[config.mk]
export PLATFORM = sky130hd
export DESIGN_NAME = button_press_classifier
export DESIGN_NICKNAME = d
export VERILOG_FILES = /design/src/rtl/core/bpc_pkg.sv /design/src/rtl/core/bpc_ram.sv /design/src/rtl/core/button_press_classifier.sv
export SDC_FILE = /design/constraint.sdc
export NUM_CORES = 1
export LEC_CHECK = 0
export ABC_AREA = 1
export BUFFER_PORTS_ARGS = -buffer_cell sky130_fd_sc_hd__buf_2
export CAP_MARGIN = 20
export CORE_ASPECT_RATIO = 0.5
export CORE_MARGIN = 2
export CORE_UTILIZATION = 60
export DETAILED_ROUTE_END_ITERATION = 16
export PLACE_DENSITY_LB_ADDON = 0.25
export SKIP_LAST_GASP = 1
export SYNTH_ARGS = -nofsm -noshare
export SYNTH_HDL_FRONTEND = slang
export SYNTH_SLANG_ARGS = --single-unit
[constraint.sdc]
create_clock -name i_clk -period 7.6 [get_ports i_clk]
set_clock_uncertainty 0.15 [all_clocks]
set_input_delay 0.38 -clock i_clk [delete_from_list [all_inputs] [get_ports i_clk]]
set_output_delay 0.38 -clock i_clk [all_outputs]
set_load 0.05 [all_outputs]
[src/rtl/core/bpc_pkg.sv]
// Shared types and constants for the button press classifier.
`default_nettype none

package bpc_pkg;

    localparam int BUTTONS_DEF = 8;
    localparam int SAMPLES_DEF = 4;

    localparam int IDX_W  = 3;
    localparam int PIN_W  = 4;
    localparam int TMR_W  = 16;
    localparam int CNT_W  = 8;
    localparam int CFG_W  = 8;
    localparam int CFGA_W = 1;

    localparam logic [CFG_W-1:0] UP_THR_RST   = 8'd2;
    localparam logic [CFG_W-1:0] DOWN_THR_RST = 8'd5;

    // configuration register indexes
    localparam logic [CFGA_W-1:0] CFG_UP_THR   = 1'd0;
    localparam logic [CFGA_W-1:0] CFG_DOWN_THR = 1'd1;

    localparam logic MODE_TICK = 1'b0;
    localparam logic MODE_POLL = 1'b1;

    typedef enum logic [1:0] {
        CLS_UP    = 2'd0,
        CLS_CLICK = 2'd1,
        CLS_DOWN  = 2'd2,
        CLS_LONG  = 2'd3
    } t_class;

    typedef enum logic [1:0] {
        ST_IDLE,
        ST_POLL,
        ST_TICK
    } t_state;

    // one button's state word as kept in the RAM
    typedef struct packed {
        logic             tmr_en;
        logic [CNT_W-1:0] press_cnt;
        logic [TMR_W-1:0] hold_tmr;
        t_class           cls;
    } t_entry;

    localparam int ENTRY_W = $bits(t_entry);

endpackage

`default_nettype wire

[src/rtl/core/bpc_ram.sv]
// Generic single-port-write, single-port-read RAM with registered read.
`default_nettype none

module bpc_ram #(
    parameter int WIDTH = 8,
    parameter int DEPTH = 8,
    parameter int AW    = (DEPTH > 1) ? $clog2(DEPTH) : 1
) (
    input  wire logic             i_clk,
    input  wire logic             i_we,
    input  wire logic [AW-1:0]    i_waddr,
    input  wire logic [WIDTH-1:0] i_wdata,
    input  wire logic             i_re,
    input  wire logic [AW-1:0]    i_raddr,
    output logic      [WIDTH-1:0] o_rdata
);

    logic [WIDTH-1:0] r_mem [DEPTH];

    always_ff @(posedge i_clk) begin
        if (i_we) begin
            r_mem[i_waddr] <= i_wdata;
        end
        // read data holds while no read is issued
        if (i_re) begin
            o_rdata <= r_mem[i_raddr];
        end
    end

endmodule

`default_nettype wire

[src/rtl/core/button_press_classifier.sv]
// Top level of the button press classifier: debounce, click and long-press detection.
`default_nettype none

// Debounce and click / long-press classifier for up to BUTTONS active-low buttons.
// Each input beat is either a millisecond tick (mode 0) or a poll of one button
// (mode 1). A poll is pressed when all examined pin samples are low; the result
// beat carries the button's new class (up, click, held down, long press). A tick
// gives no result. Per-button state lives in one RAM with a registered read; a
// per-entry valid bit makes unwritten entries read as the reset state. A poll is
// accepted, then read-modify-written, waiting on any stall of the result register;
// a tick walks every entry through the RAM's single read and write port, one
// entry per cycle, so the next beat is taken once the walk is done. A poll whose
// index is not below BUTTONS is taken and dropped. The user must write thresholds
// through the configuration port while the block is idle; it does not enforce this.
module button_press_classifier #(
    parameter int BUTTONS = bpc_pkg::BUTTONS_DEF,
    parameter int SAMPLES = bpc_pkg::SAMPLES_DEF
) (
    input  wire logic                       i_clk,
    input  wire logic                       i_rst_n,
    input  wire logic                       i_cfg_we,
    input  wire logic [bpc_pkg::CFGA_W-1:0] i_cfg_idx,
    input  wire logic [bpc_pkg::CFG_W-1:0]  i_cfg_data,
    input  wire logic                       i_in_valid,
    output logic                            o_in_ready,
    input  wire logic                       i_mode,
    input  wire logic [bpc_pkg::IDX_W-1:0]  i_button_index,
    input  wire logic [bpc_pkg::PIN_W-1:0]  i_pin_samples,
    input  wire logic [bpc_pkg::TMR_W-1:0]  i_long_press_ticks,
    output logic                            o_out_valid,
    input  wire logic                       i_out_ready,
    output logic [1:0]                      o_button_class
);

    import bpc_pkg::*;

    localparam int AW = (BUTTONS > 1) ? $clog2(BUTTONS) : 1;
    localparam int CW = $clog2(BUTTONS + 1);
    localparam logic [PIN_W-1:0] PinMask =
        (SAMPLES >= PIN_W) ? {PIN_W{1'b1}} : PIN_W'((1 << SAMPLES) - 1);

    t_state r_state, n_state;

    logic [CFG_W-1:0]   r_up_thr, r_down_thr;
    logic [CW-1:0]      r_cnt, n_cnt;
    logic [AW-1:0]      r_addr, n_addr;
    logic [BUTTONS-1:0] r_vld, n_vld;
    logic [PIN_W-1:0]   r_pins;
    logic [TMR_W-1:0]   r_reload;
    logic               r_out_valid, n_out_valid;
    logic [1:0]         r_out_class, n_out_class;

    logic               in_acc, poll_in_range, out_free, walk_done;
    logic               ram_we, ram_re;
    logic [AW-1:0]      ram_raddr;
    logic [ENTRY_W-1:0] ram_rdata;
    t_entry             cur, poll_upd, tick_upd, wr_entry;
    logic               pressed;
    logic [CNT_W-1:0]   cnt_nx;

    assign in_acc        = i_in_valid && o_in_ready;
    assign poll_in_range = {{(32 - IDX_W){1'b0}}, i_button_index} < 32'(BUTTONS);
    assign out_free      = !r_out_valid || i_out_ready;
    assign walk_done     = (r_cnt == CW'(BUTTONS));

    // next state
    always_comb begin
        n_state = r_state;
        unique case (r_state)
            ST_IDLE: begin
                if (in_acc) begin
                    if (i_mode == MODE_TICK) begin
                        n_state = ST_TICK;
                    end else if (poll_in_range) begin
                        n_state = ST_POLL;
                    end
                end
            end
            ST_POLL: begin
                if (out_free) begin
                    n_state = ST_IDLE;
                end
            end
            ST_TICK: begin
                if (walk_done) begin
                    n_state = ST_IDLE;
                end
            end
            default: n_state = ST_IDLE;
        endcase
    end

    // entry update
    always_comb begin
        cur      = r_vld[r_addr] ? t_entry'(ram_rdata) : '0;
        pressed  = (r_pins & PinMask) == '0;
        poll_upd = cur;
        if (pressed) begin
            poll_upd.tmr_en = 1'b1;
            if (cur.press_cnt < r_down_thr) begin
                poll_upd.press_cnt = cur.press_cnt + CNT_W'(1);
            end
        end else begin
            poll_upd.tmr_en    = 1'b0;
            poll_upd.press_cnt = '0;
            poll_upd.hold_tmr  = r_reload;
        end
        cnt_nx = poll_upd.press_cnt;
        if (cnt_nx <= r_up_thr) begin
            poll_upd.cls = CLS_UP;
        end else if (cnt_nx <= r_down_thr) begin
            case (cur.cls)
                CLS_UP:    poll_upd.cls = CLS_CLICK;
                CLS_CLICK: poll_upd.cls = CLS_DOWN;
                CLS_DOWN:  poll_upd.cls = (poll_upd.hold_tmr == '0) ? CLS_LONG : CLS_DOWN;
                default:   poll_upd.cls = cur.cls;
            endcase
        end

        tick_upd = cur;
        // timer stops at zero
        if (cur.tmr_en && cur.hold_tmr != '0) begin
            tick_upd.hold_tmr = cur.hold_tmr - TMR_W'(1);
        end
    end

    // outputs and datapath control
    always_comb begin
        o_in_ready  = (r_state == ST_IDLE);
        ram_re      = 1'b0;
        ram_raddr   = r_cnt[AW-1:0];
        ram_we      = 1'b0;
        wr_entry    = tick_upd;
        n_cnt       = r_cnt;
        n_addr      = r_addr;
        n_vld       = r_vld;
        n_out_valid = r_out_valid && !i_out_ready;
        n_out_class = r_out_class;
        unique case (r_state)
            ST_IDLE: begin
                n_cnt = '0;
                if (in_acc && i_mode == MODE_POLL && poll_in_range) begin
                    ram_re    = 1'b1;
                    ram_raddr = AW'(i_button_index);
                    n_addr    = AW'(i_button_index);
                end
            end
            ST_POLL: begin
                wr_entry = poll_upd;
                if (out_free) begin
                    ram_we        = 1'b1;
                    n_vld[r_addr] = 1'b1;
                    n_out_valid   = 1'b1;
                    n_out_class   = poll_upd.cls;
                end
            end
            ST_TICK: begin
                // read entry r_cnt while writing back the one read last cycle
                if (!walk_done) begin
                    ram_re = 1'b1;
                    n_cnt  = r_cnt + CW'(1);
                    n_addr = r_cnt[AW-1:0];
                end
                if (r_cnt != '0) begin
                    ram_we        = 1'b1;
                    n_vld[r_addr] = 1'b1;
                end
            end
            default: ;
        endcase
    end

    always_ff @(posedge i_clk) begin
        if (!i_rst_n) begin
            r_state     <= ST_IDLE;
            r_up_thr    <= UP_THR_RST;
            r_down_thr  <= DOWN_THR_RST;
            r_cnt       <= '0;
            r_vld       <= '0;
            r_out_valid <= 1'b0;
        end else begin
            r_state     <= n_state;
            r_cnt       <= n_cnt;
            r_vld       <= n_vld;
            r_out_valid <= n_out_valid;
            if (i_cfg_we) begin
                unique case (i_cfg_idx)
                    CFG_UP_THR:   r_up_thr   <= i_cfg_data;
                    CFG_DOWN_THR: r_down_thr <= i_cfg_data;
                    default: ;
                endcase
            end
        end
    end

    always_ff @(posedge i_clk) begin
        r_addr      <= n_addr;
        r_out_class <= n_out_class;
        if (in_acc) begin
            r_pins   <= i_pin_samples;
            r_reload <= i_long_press_ticks;
        end
    end

    bpc_ram #(
        .WIDTH (ENTRY_W),
        .DEPTH (BUTTONS),
        .AW    (AW)
    ) u_state_ram (
        .i_clk   (i_clk),
        .i_we    (ram_we),
        .i_waddr (r_addr),
        .i_wdata (wr_entry),
        .i_re    (ram_re),
        .i_raddr (ram_raddr),
        .o_rdata (ram_rdata)
    );

    assign o_out_valid    = r_out_valid;
    assign o_button_class = r_out_class;

endmodule

`default_nettype wire

==> results.toml, run 1 <==
[timing]
hold_viol = 0
setup_viol = 0
fmax_mhz = 178
rsz0062_at_grt = "false"
whs_ps = 16.9
tns_ps = 0
fin_crit_sh = 0.739
tightest_slew_ps = 1000
maxSlewHeadroom = 0.330
setup_ws_ps = 1980
slew_violations = 0
period_minus_slack_ps = 5620

[synthesis]
synth_area_leaders = "edfxtp_1, nand2_1, o21ai_0"
synth_top_area_frac = 0.591
ys_ff_latch = 299
yosysWarnings = 0
synthCells = 1261
synth_edf_count = 268
synth-seq-area-share = 0.637
synth_area_um2 = 13600
async_flop_share = 0
synth_top_flop_cell = "edfxtp_1"
synth.distinct_cells = 44
synth_top_area_cell = "edfxtp_1"
syn_avg_cell_area_um2 = 10.8
synth_nets = 1327

[global_route]
grt-ovfl-total = 0
grt_pass1_wl_mm = 50.4
antenna_found_initial = 0
grt_max_degree = 63
first_global_vias = 9521
grt.total_usage = 0.272

[final_layout]
final_cell_mix = "edfxtp_1, nand2_1, nor2_1, o21ai_0, inv_1"
final_common_cell = "edfxtp_1"
multi_input_area_um2 = 4360
nets = 1378
antennaDiodeCount = 0
register_area_um2 = 8670
drive_gt1_frac = 0.112
fillers = 1571
syn_to_final_growth_pct = 11.5
final_cells = 1632

[floorplan]
die_area_um2 = 24000
ioPinCount = 42
placementRows = 38
core_um2 = 22000
die-height_um = 110
initial_core_util = 0.620
fp.dieW_um = 217

[clock_network]
htree_levels = 1
cts_buffers = 26
cts_root_buf = "clkbuf_16"
cts_tree = "built"
clock_path_buffers = 3
clkSlewWorstSetupHoldPaths_ps = 70
cts_hold_buffers = 29
clock_sinks = 299
cts-resized-gates = 0
post_cts_buffers = 0
clk_latency_ps = 560

[placed_design]
dpl.cell_count = 1555
dp_hpwl_mm = 18.6
pre_cts_slack_ps = 2170
gp_congestion = 0.895
portBuffers = 41

[power_and_ir_drop]
internal_power_w = 0.00281
power_density_nw_per_um2 = 264
p_seq_frac = 0.494
power_frac_clock = 0.317
p_leak_nw = 5.73
power_switching_w = 0.00120
p_total_w = 0.00401
ir_drop_mv = 0.169
pwr-share-comb = 0.189
swShare = 0.299

[hold_path]
holdCritPathClass = "primary input to flip-flop"

[route]
viasPerCell = 5.98
drtIter0Drc = 1050
vias = 9765
final_antenna_net_count = 0
drtPass1Iterations = 7
drc = 0
wl_per_cell_um = 19.7
totalWireLength_mm = 32.2

[worst_setup_path]
critPathArrivalTime_ps = 5720
critPathRequiredTime_ps = 7700
cp-end-kind = "flip-flop"
setup.worst_path.class = "flip-flop to flip-flop"
critPathMaxFanout = 43
cp-start-kind = "flip-flop"

[flow_run]
maxCapViolCount = 0

[run_status]
status = "complete, no violations"
state kept, by name (all words and copies together), names as in the netlist:
register             count
o_button_class           2
o_out_valid              1
r_addr                   3
r_cnt                    4
r_down_thr               8
r_pins                   4
r_reload                16
r_state                  2
r_up_thr                 8
r_vld                    8
u_state_ram.o_rdata     27
u_state_ram.r_mem      216
worst paths after layout:
path	to	depth (start not counted)	slack [ps]	startpoint
setup reg to reg	u_state_ram.r_mem[2][1]	27	1980	r_addr[0]
hold reg to reg	r_vld[0]	2	310	r_vld[0]
hold / removal	r_down_thr[0]	2	20	i_rst_n
setup / recovery	u_state_ram.r_mem[2][1]	27	1980	r_addr[0]
critical path: stages, from the launching register on:
cell,delay (ps)
edfxtp_1,620
inv_2,290
nand2_1,80
nand2_1,60
nand2_1,50
nand2_1,90
nand2_2,60
nand2_4,420
inv_2,140
nor2_1,290
ha_1,290
nand2_1,80
nor2_1,60
a211oi_2,560
nand2_4,150
nand2_1,110
nand2_1,50
nor2_1,140
ha_1,260
inv_1,60
nor2_1,30
nor2_1,90
o21ai_0,100
nand2_1,70
a31oi_1,130
o21ai_0,190
nand2_1,90
o21ai_0,590
power by group through the flow:
| stage | Clock (W) | Sequential (W) | Combinational [W] |
|---|---|---|---|
| global placement | 0 | 0.00201 | 0.000710 |
| detailed placement | 0 | 0.00201 | 0.000734 |
| finish | 0.00127 | 0.00198 | 0.000759 |
| floorplan | 0 | 0.00199 | 0.000561 |
| global route | 0.00134 | 0.00199 | 0.000845 |
| CTS | 0.00128 | 0.00198 | 0.000751 |
synthesized netlist by cell type, types with 2 or more instances:
| library cell | number |
|---|---|
| nand2_4 | 6 |
| xor2_1 | 15 |
| ha_1 | 28 |
| nor2_2 | 5 |
| o211ai_1 | 2 |
| o21bai_1 | 55 |
| inv_4 | 2 |
| dfxtp_1 | 31 |
| inv_1 | 82 |
| edfxtp_1 | 268 |
| nand2_1 | 213 |
| buf_2 | 6 |
| o22ai_1 | 27 |
| a211oi_1 | 3 |
| nand4_1 | 17 |
| inv_2 | 4 |
| buf_4 | 2 |
| nand3_1 | 44 |
| buf_6 | 4 |
| nand2_2 | 11 |
| buf_8 | 3 |
| nor4_1 | 6 |
| clkbuf_1 | 47 |
| nor2_4 | 5 |
| nor3_1 | 4 |
| o21ai_0 | 134 |
| a31oi_1 | 40 |
| nor2_1 | 139 |
| clkinv_1 | 2 |
| o21ai_1 | 4 |
| a21oi_1 | 39 |
through the flow:
stage	cell area, um^2	utilization
CTS	15200	0.691
floorplan	13600	-
global route	15200	0.691
detailed placement	14100	0.641
global placement	14100	0.641
finish	15200	0.691
cells by family after synthesis:
logic type                 share of synthesized area
adders and majority gates                     0.0257
and+or+nand+nor                                0.145
AOI/OAI and AO/OA                              0.134
buffers and inverters                         0.0484
xor gates and xnor gates                      0.0103
DFF                                            0.637
routing by layer:
metal	vias to the layer above	GRT usage	share of wire
li1	4564	-	-
met1	4668	0.391	0.42
met2	459	0.423	0.45
met3	74	0.0482	0.096
met4	0	0.0886	0.031
met5	-	0	0
final cells by class:
cell class              count  area share
inverters                  90      0.0227
multi-input cells         809       0.288
well taps                 300      0.0247
repair buffers             86      0.0406
flip-flops and latches    299       0.571
clock buffers              27      0.0431
clock inverters            21     0.00973
(Power assumes the default switching activity.)
==> run 2: changes to the inputs <==
- ABC_AREA: 1 -> 0
- CORE_UTILIZATION: 60 -> 56
- clock period: 7.6 -> 4.8 ns (I/O delays scaled with it)
==> results.toml, run 2 <==
[clock_network]
clk_latency_ps = 570
htree_levels = 1
clock_sinks = 299
cts_tree = "built"
clkSlewWorstSetupHoldPaths_ps = 80
clock_path_buffers = 3
cts_root_buf = "clkbuf_16"
cts_buffers = 26

[timing]
period_minus_slack_ps = 4820
setup_ws_ps = -23.2
maxSlewHeadroom = 0.269
rsz0062_at_grt = "true"
tightest_slew_ps = 1090
whs_ps = 27.1
tns_ps = -152
hold_viol = 0
fmax_mhz = 207
slew_violations = 0
setup_viol = 8
fin_crit_sh = 1.00

[global_route]
grt.total_usage = 0.250
grt_use_met3 = 0.0415
first_global_vias = 7985
antenna_found_initial = 0
grt_max_degree = 55
grt_pass1_wl_mm = 46.0
grt.busiest_layer = "met2"
use_met1 = 0.366
grt-ovfl-total = 0
grtUsageMet2 = 0.394

[worst_setup_path]
cpPeakStageDelay_ps = 530
cp_cell_sequence = "mux4_2 -> mux2_4 -> nand2_2 -> inv_1 -> ha_4 -> a41o_1 -> a221oi_4 -> nand2_2 -> nor3_4 -> xnor2_1 -> nor2_1 -> ha_1 -> a21o_1 -> a21oi_2 -> a21oi_2 -> o22ai_2 -> or3b_4 -> o22ai_4"
cp-end-kind = "flip-flop"
cp-start-kind = "flip-flop"
crit_slowest_cell = "mux4_2"
setup.worst_path.class = "flip-flop to flip-flop"
critPathRequiredTime_ps = 5020
critPathArrivalTime_ps = 5050
reg2reg_depth = 18
critPathMaxFanout = 8

[route]
viasPerCell = 6.08
wl_per_cell_um = 22.9
drc = 0
vias = 7918
totalWireLength_mm = 29.8
final_antenna_net_count = 0
drtPass1Iterations = 7
drtIter0Drc = 758

[synthesis]
synth.distinct_cells = 65
yosysWarnings = 0
ys_ff_latch = 299
synth_top_area_frac = 0.612
synth_nets = 908
synth_top_flop_cell = "edfxtp_1"
synth_edf_count = 268
synth_area_um2 = 13100
syn_avg_cell_area_um2 = 15.6
synthCells = 842
synth-seq-area-share = 0.659
async_flop_share = 0
yosys-top-cells-count = "edfxtp_1, nand2_1, nor2_1"
synth_top_area_cell = "edfxtp_1"
yosysMostFrequentCell = "edfxtp_1"
synth_area_leaders = "edfxtp_1, mux4_1, dfxtp_1"

[run_status]
violations = "setup timing"
status = "finished, violations left"

[final_layout]
final_cell_mix = "edfxtp_1, nand2_1, buf_4, dlygate4sd3_1, buf_2"
antennaDiodeCount = 0
reg_top3 = "u_state_ram.r_mem x216, u_state_ram.o_rdata x27, r_reload x16"
max_flop_register = "u_state_ram.r_mem"
largest_reg_flops = 216
drive_gt1_frac = 0.258
syn_to_final_growth_pct = 19.1
final_area_um2 = 15700
final_util = 0.683
fillers = 1529
final_cells = 1302
final_common_cell = "edfxtp_1"
nets = 1043

[power_and_ir_drop]
p_seq_frac = 0.524
power_density_nw_per_um2 = 359
ir_drop_mv = 0.293
p_leak_nw = 5.62
power_switching_w = 0.00128
swShare = 0.228
internal_power_w = 0.00435
power_frac_clock = 0.387
pwr-share-comb = 0.088

[hold_path]
holdPathStages = 3
holdCritPathClass = "primary input to flip-flop"

[placed_design]
dp_hpwl_mm = 18.1
dpl.cell_count = 1201
post_dp_cell_area_um2 = 14100
gp_congestion = 0.953
portBuffers = 41

[floorplan]
placementRows = 39
initial_core_util = 0.573
fp.dieW_um = 221
die-height_um = 112
die_area_um2 = 24800
core_um2 = 22900
ioPinCount = 42

[flow_run]
maxCapViolCount = 0
run 2: critical path, delay by kind of cell, from the launching register on:
family	cells	cell delay, ps
compound gates	7	1340
xor+xnor	1	150
fa+ha+maj	2	580
buf+inv	1	70
flops	1	430
mux	2	880
simple gates	5	1020
run 2: stage by stage:
step                      total power (W)  worst slack (ps)
after detailed placement          0.00344              -137
final                             0.00563             -23.2
after floorplan                   0.00330             -31.0
after global placement            0.00343              15.4
after global routing              0.00581              -225
after CTS                         0.00564             0.469
run 2: power groups by stage:
stage	Combinational, W	Clock, W	Sequential [W]
after floorplan	0.000308	0	0.00299
after global placement	0.000430	0	0.00300
after detailed placement	0.000438	0	0.00300
after CTS	0.000471	0.00222	0.00295
after global routing	0.000535	0.00232	0.00295
final	0.000496	0.00218	0.00295
run 2: cell families (layout without fill, tap and decap cells):
family	Yosys count	in the layout	synth area share
compound gates	122	122	0.0607
buf+inv	65	218	0.0230
xor+xnor	14	14	0.00933
fa+ha+maj	29	29	0.0274
flops	299	299	0.659
mux	95	95	0.139
simple gates	218	218	0.0817
run 2: final timing paths:
kind,startpoint,endpoint,slack (ps)
worst min-delay path,i_in_valid,r_addr[1],30
worst max register to register,r_addr[1],u_state_ram.r_mem[1][0],-20
worst min register to register,r_down_thr[5],r_down_thr[5],310
worst max-delay path,r_addr[1],u_state_ram.r_mem[1][0],-20
run 2: area by class of cell:
class	count	area, um^2	share of cell area
Inverter	29	114	0.00727
Sequential cell	299	8670	0.554
Timing Repair Buffer	143	1120	0.0717
Multi-Input combinational cell	478	4490	0.287
Clock inverter	14	203	0.0129
Clock buffer	32	673	0.0430
Tap cell	307	384	0.0245
run 2: what timing repair did:
item | CTS | global route
pin swaps | 10 | 18
hold buffers | 43 | 0
gates resized for setup | 5 | 32
endpoints found under the setup margin | 17 | 18
setup buffers | 1 | 11
endpoints found under the hold margin | 49 | 0
run 2: per-layer routing:
metal	routed length [um]	share of wire
met1	13200	0.44
met2	13800	0.46
met3	2080	0.070
met4	719	0.024
met5	0	0
==> run 3: changes to the inputs <==
- SYNTH_HIERARCHICAL: not set -> 1
==> results.toml, run 3 <==
[run_status]
status = "complete, no violations"

[worst_setup_path]
r2r-end = "u_state_ram/r_mem[6][0]"
crit-reg2reg-launch = "r_addr[0]"
setup.worst_path.class = "flip-flop to flip-flop"
reg2reg_depth = 18
critPathMaxFanout = 8
critPathRequiredTime_ps = 5030
critPathArrivalTime_ps = 5010
r2r_setup_slack_ps = 20
cp-end-kind = "flip-flop"
cp-start-kind = "flip-flop"
crit_end = "u_state_ram/r_mem[6][0]"
critPathLaunch = "r_addr[0]"

[timing]
tightest_slew_ps = 954
rsz0062_at_grt = "true"
fin_crit_sh = 0.996
setup_viol = 0
hold_viol = 0
whs_ps = 38.0
setup_ws_ps = 18.8
fmax_mhz = 209
maxSlewHeadroom = 0.362
slew_violations = 0
period_minus_slack_ps = 4780

[global_route]
grt_max_degree = 55
grt.total_usage = 0.243
grt-ovfl-total = 0
antenna_found_initial = 0
grt_pass1_wl_mm = 46.1
first_global_vias = 8097

[clock_network]
cts_buffers = 26
htree_levels = 1
clkSlewWorstSetupHoldPaths_ps = 70
clk_latency_ps = 560
cts_tree = "built"
cts_root_buf = "clkbuf_16"
clock_sinks = 299
clock_path_buffers = 3

[synthesis]
synth_nets = 922
synth.distinct_cells = 73
ys_ff_latch = 299
yosys-top-cells-count = "edfxtp_1, nand2_1, mux4_1"
syn_avg_cell_area_um2 = 15.6
synth_top_flop_cell = "edfxtp_1"
synth-seq-area-share = 0.650
synth_edf_count = 268
synthCells = 856
synth_area_leaders = "edfxtp_1, mux4_1, dfxtp_1"
synth_top_area_cell = "edfxtp_1"
async_flop_share = 0
synth_area_um2 = 13300
synth_top_area_frac = 0.604
yosysMostFrequentCell = "edfxtp_1"
yosysWarnings = 6

[final_layout]
max_flop_register = "u_state_ram/r_mem"
final_cell_mix = "edfxtp_1, nand2_1, mux4_1, dlygate4sd3_1, buf_2"
reg_top3 = "u_state_ram/r_mem x216, u_state_ram/o_rdata x27, r_reload x16"
antennaDiodeCount = 0
final_area_um2 = 15600
nets = 1038
drive_gt1_frac = 0.213
largest_reg_flops = 216
final_common_cell = "edfxtp_1"
syn_to_final_growth_pct = 17.0

[placed_design]
post_dp_cell_area_um2 = 14000
portBuffers = 41
dp_hpwl_mm = 17.4
gp_congestion = 0.931
pre_cts_slack_ps = -114

[hold_path]
holdCritPathClass = "primary input to flip-flop"

[route]
wl_per_cell_um = 23.3
totalWireLength_mm = 30.2
viasPerCell = 6.25
drtIter0Drc = 745
drc = 0
final_antenna_net_count = 0
drtPass1Iterations = 5
vias = 8114

[floorplan]
ioPinCount = 42
die_area_um2 = 25100
die-height_um = 113
fp.dieW_um = 222
core_um2 = 23100
placementRows = 39
initial_core_util = 0.578

[flow_run]
maxCapViolCount = 0

[power_and_ir_drop]
p_leak_nw = 5.55
ir_drop_mv = 0.285
power_density_nw_per_um2 = 345
-- run 3: power by group --
group	total (W)	internal [W]	switching, W
Combinational	0.000428	0.000192	0.000236
Clock	0.00200	0.00105	0.000948
Sequential	0.00295	0.00289	0.0000532
Total	0.00538	0.00414	0.00124
-- run 3: stage by stage --
step	total power (W)	setup TNS, ps	instances	util
6_report	0.00538	0	1298	0.676
5_1_grt	0.00556	-1870	1298	0.676
4_1_cts	0.00539	0	1296	0.669
3_5_place_dp	0.00337	-1260	1195	0.608
3_3_place_gp	0.00335	0	1195	0.608
2_1_floorplan	0.00325	0	856	-
-- run 3: worst min-delay path by stage --
stage,start,to,slack [ps],cells after the start
2_1_floorplan,i_pin_samples[0],r_pins[0],190,0
3_3_place_gp,i_pin_samples[2],r_pins[2],270,1
3_5_place_dp,i_long_press_ticks[8],r_reload[8],270,1
4_1_cts,i_cfg_we,r_up_thr[3],10,4
5_1_grt,i_cfg_we,r_up_thr[0],60,4
6_report,i_cfg_we,r_down_thr[4],40,4
-- run 3: layout make-up --
class / count / area (um^2)
Sequential cell: 299 / 8670
Fill cell: 1552 / 7490
Multi-Input combinational cell: 491 / 4620
Timing Repair Buffer: 127 / 1010
Clock buffer: 27 / 654
Tap cell: 307 / 384
Clock inverter: 20 / 150
Inverter: 27 / 101
-- run 3: kinds of logic after synthesis --
group,synth area share
flip-flops,0.650
AND/OR/NAND/NOR,0.0905
AO/OA/AOI/OAI,0.0685
multiplexers,0.137
buffers and inverters,0.0236
adder cells (fa/ha/maj),0.0263
XOR/XNOR,0.00460
-- run 3: timing repair --
| item | in CTS | in global routing |
|---|---|---|
| endpoints found under the setup margin | 16 | 18 |
| pin swaps | 17 | 19 |
| buffers inserted | 9 | 3 |
| endpoints found under the hold margin | 46 | 0 |
| hold buffers | 44 | 0 |
| resized for setup | 16 | 20 |
| gates cloned | 1 | 0 |
-- run 3: routing by layer --
metal,track usage,share of wire,vias to the layer above
met5,0,0,-
met4,0.0581,0.020,0
met3,0.0493,0.069,51
met2,0.397,0.47,308
met1,0.341,0.44,4111
li1,-,-,3644
-- run 3: worst max-delay path, stage by stage, from the launching register on --
cell	delay, ps
edfxtp_1	530
and4_1	270
a31o_2	220
or3_4	430
and2_4	180
ha_4	210
a41o_1	210
a221oi_2	280
a21boi_4	360
buf_12	160
a211o_1	150
nand2_2	70
ha_1	270
and3_4	180
o21ai_2	60
a21oi_2	170
o22ai_4	110
a221oi_4	350
a2bb2oi_4	250
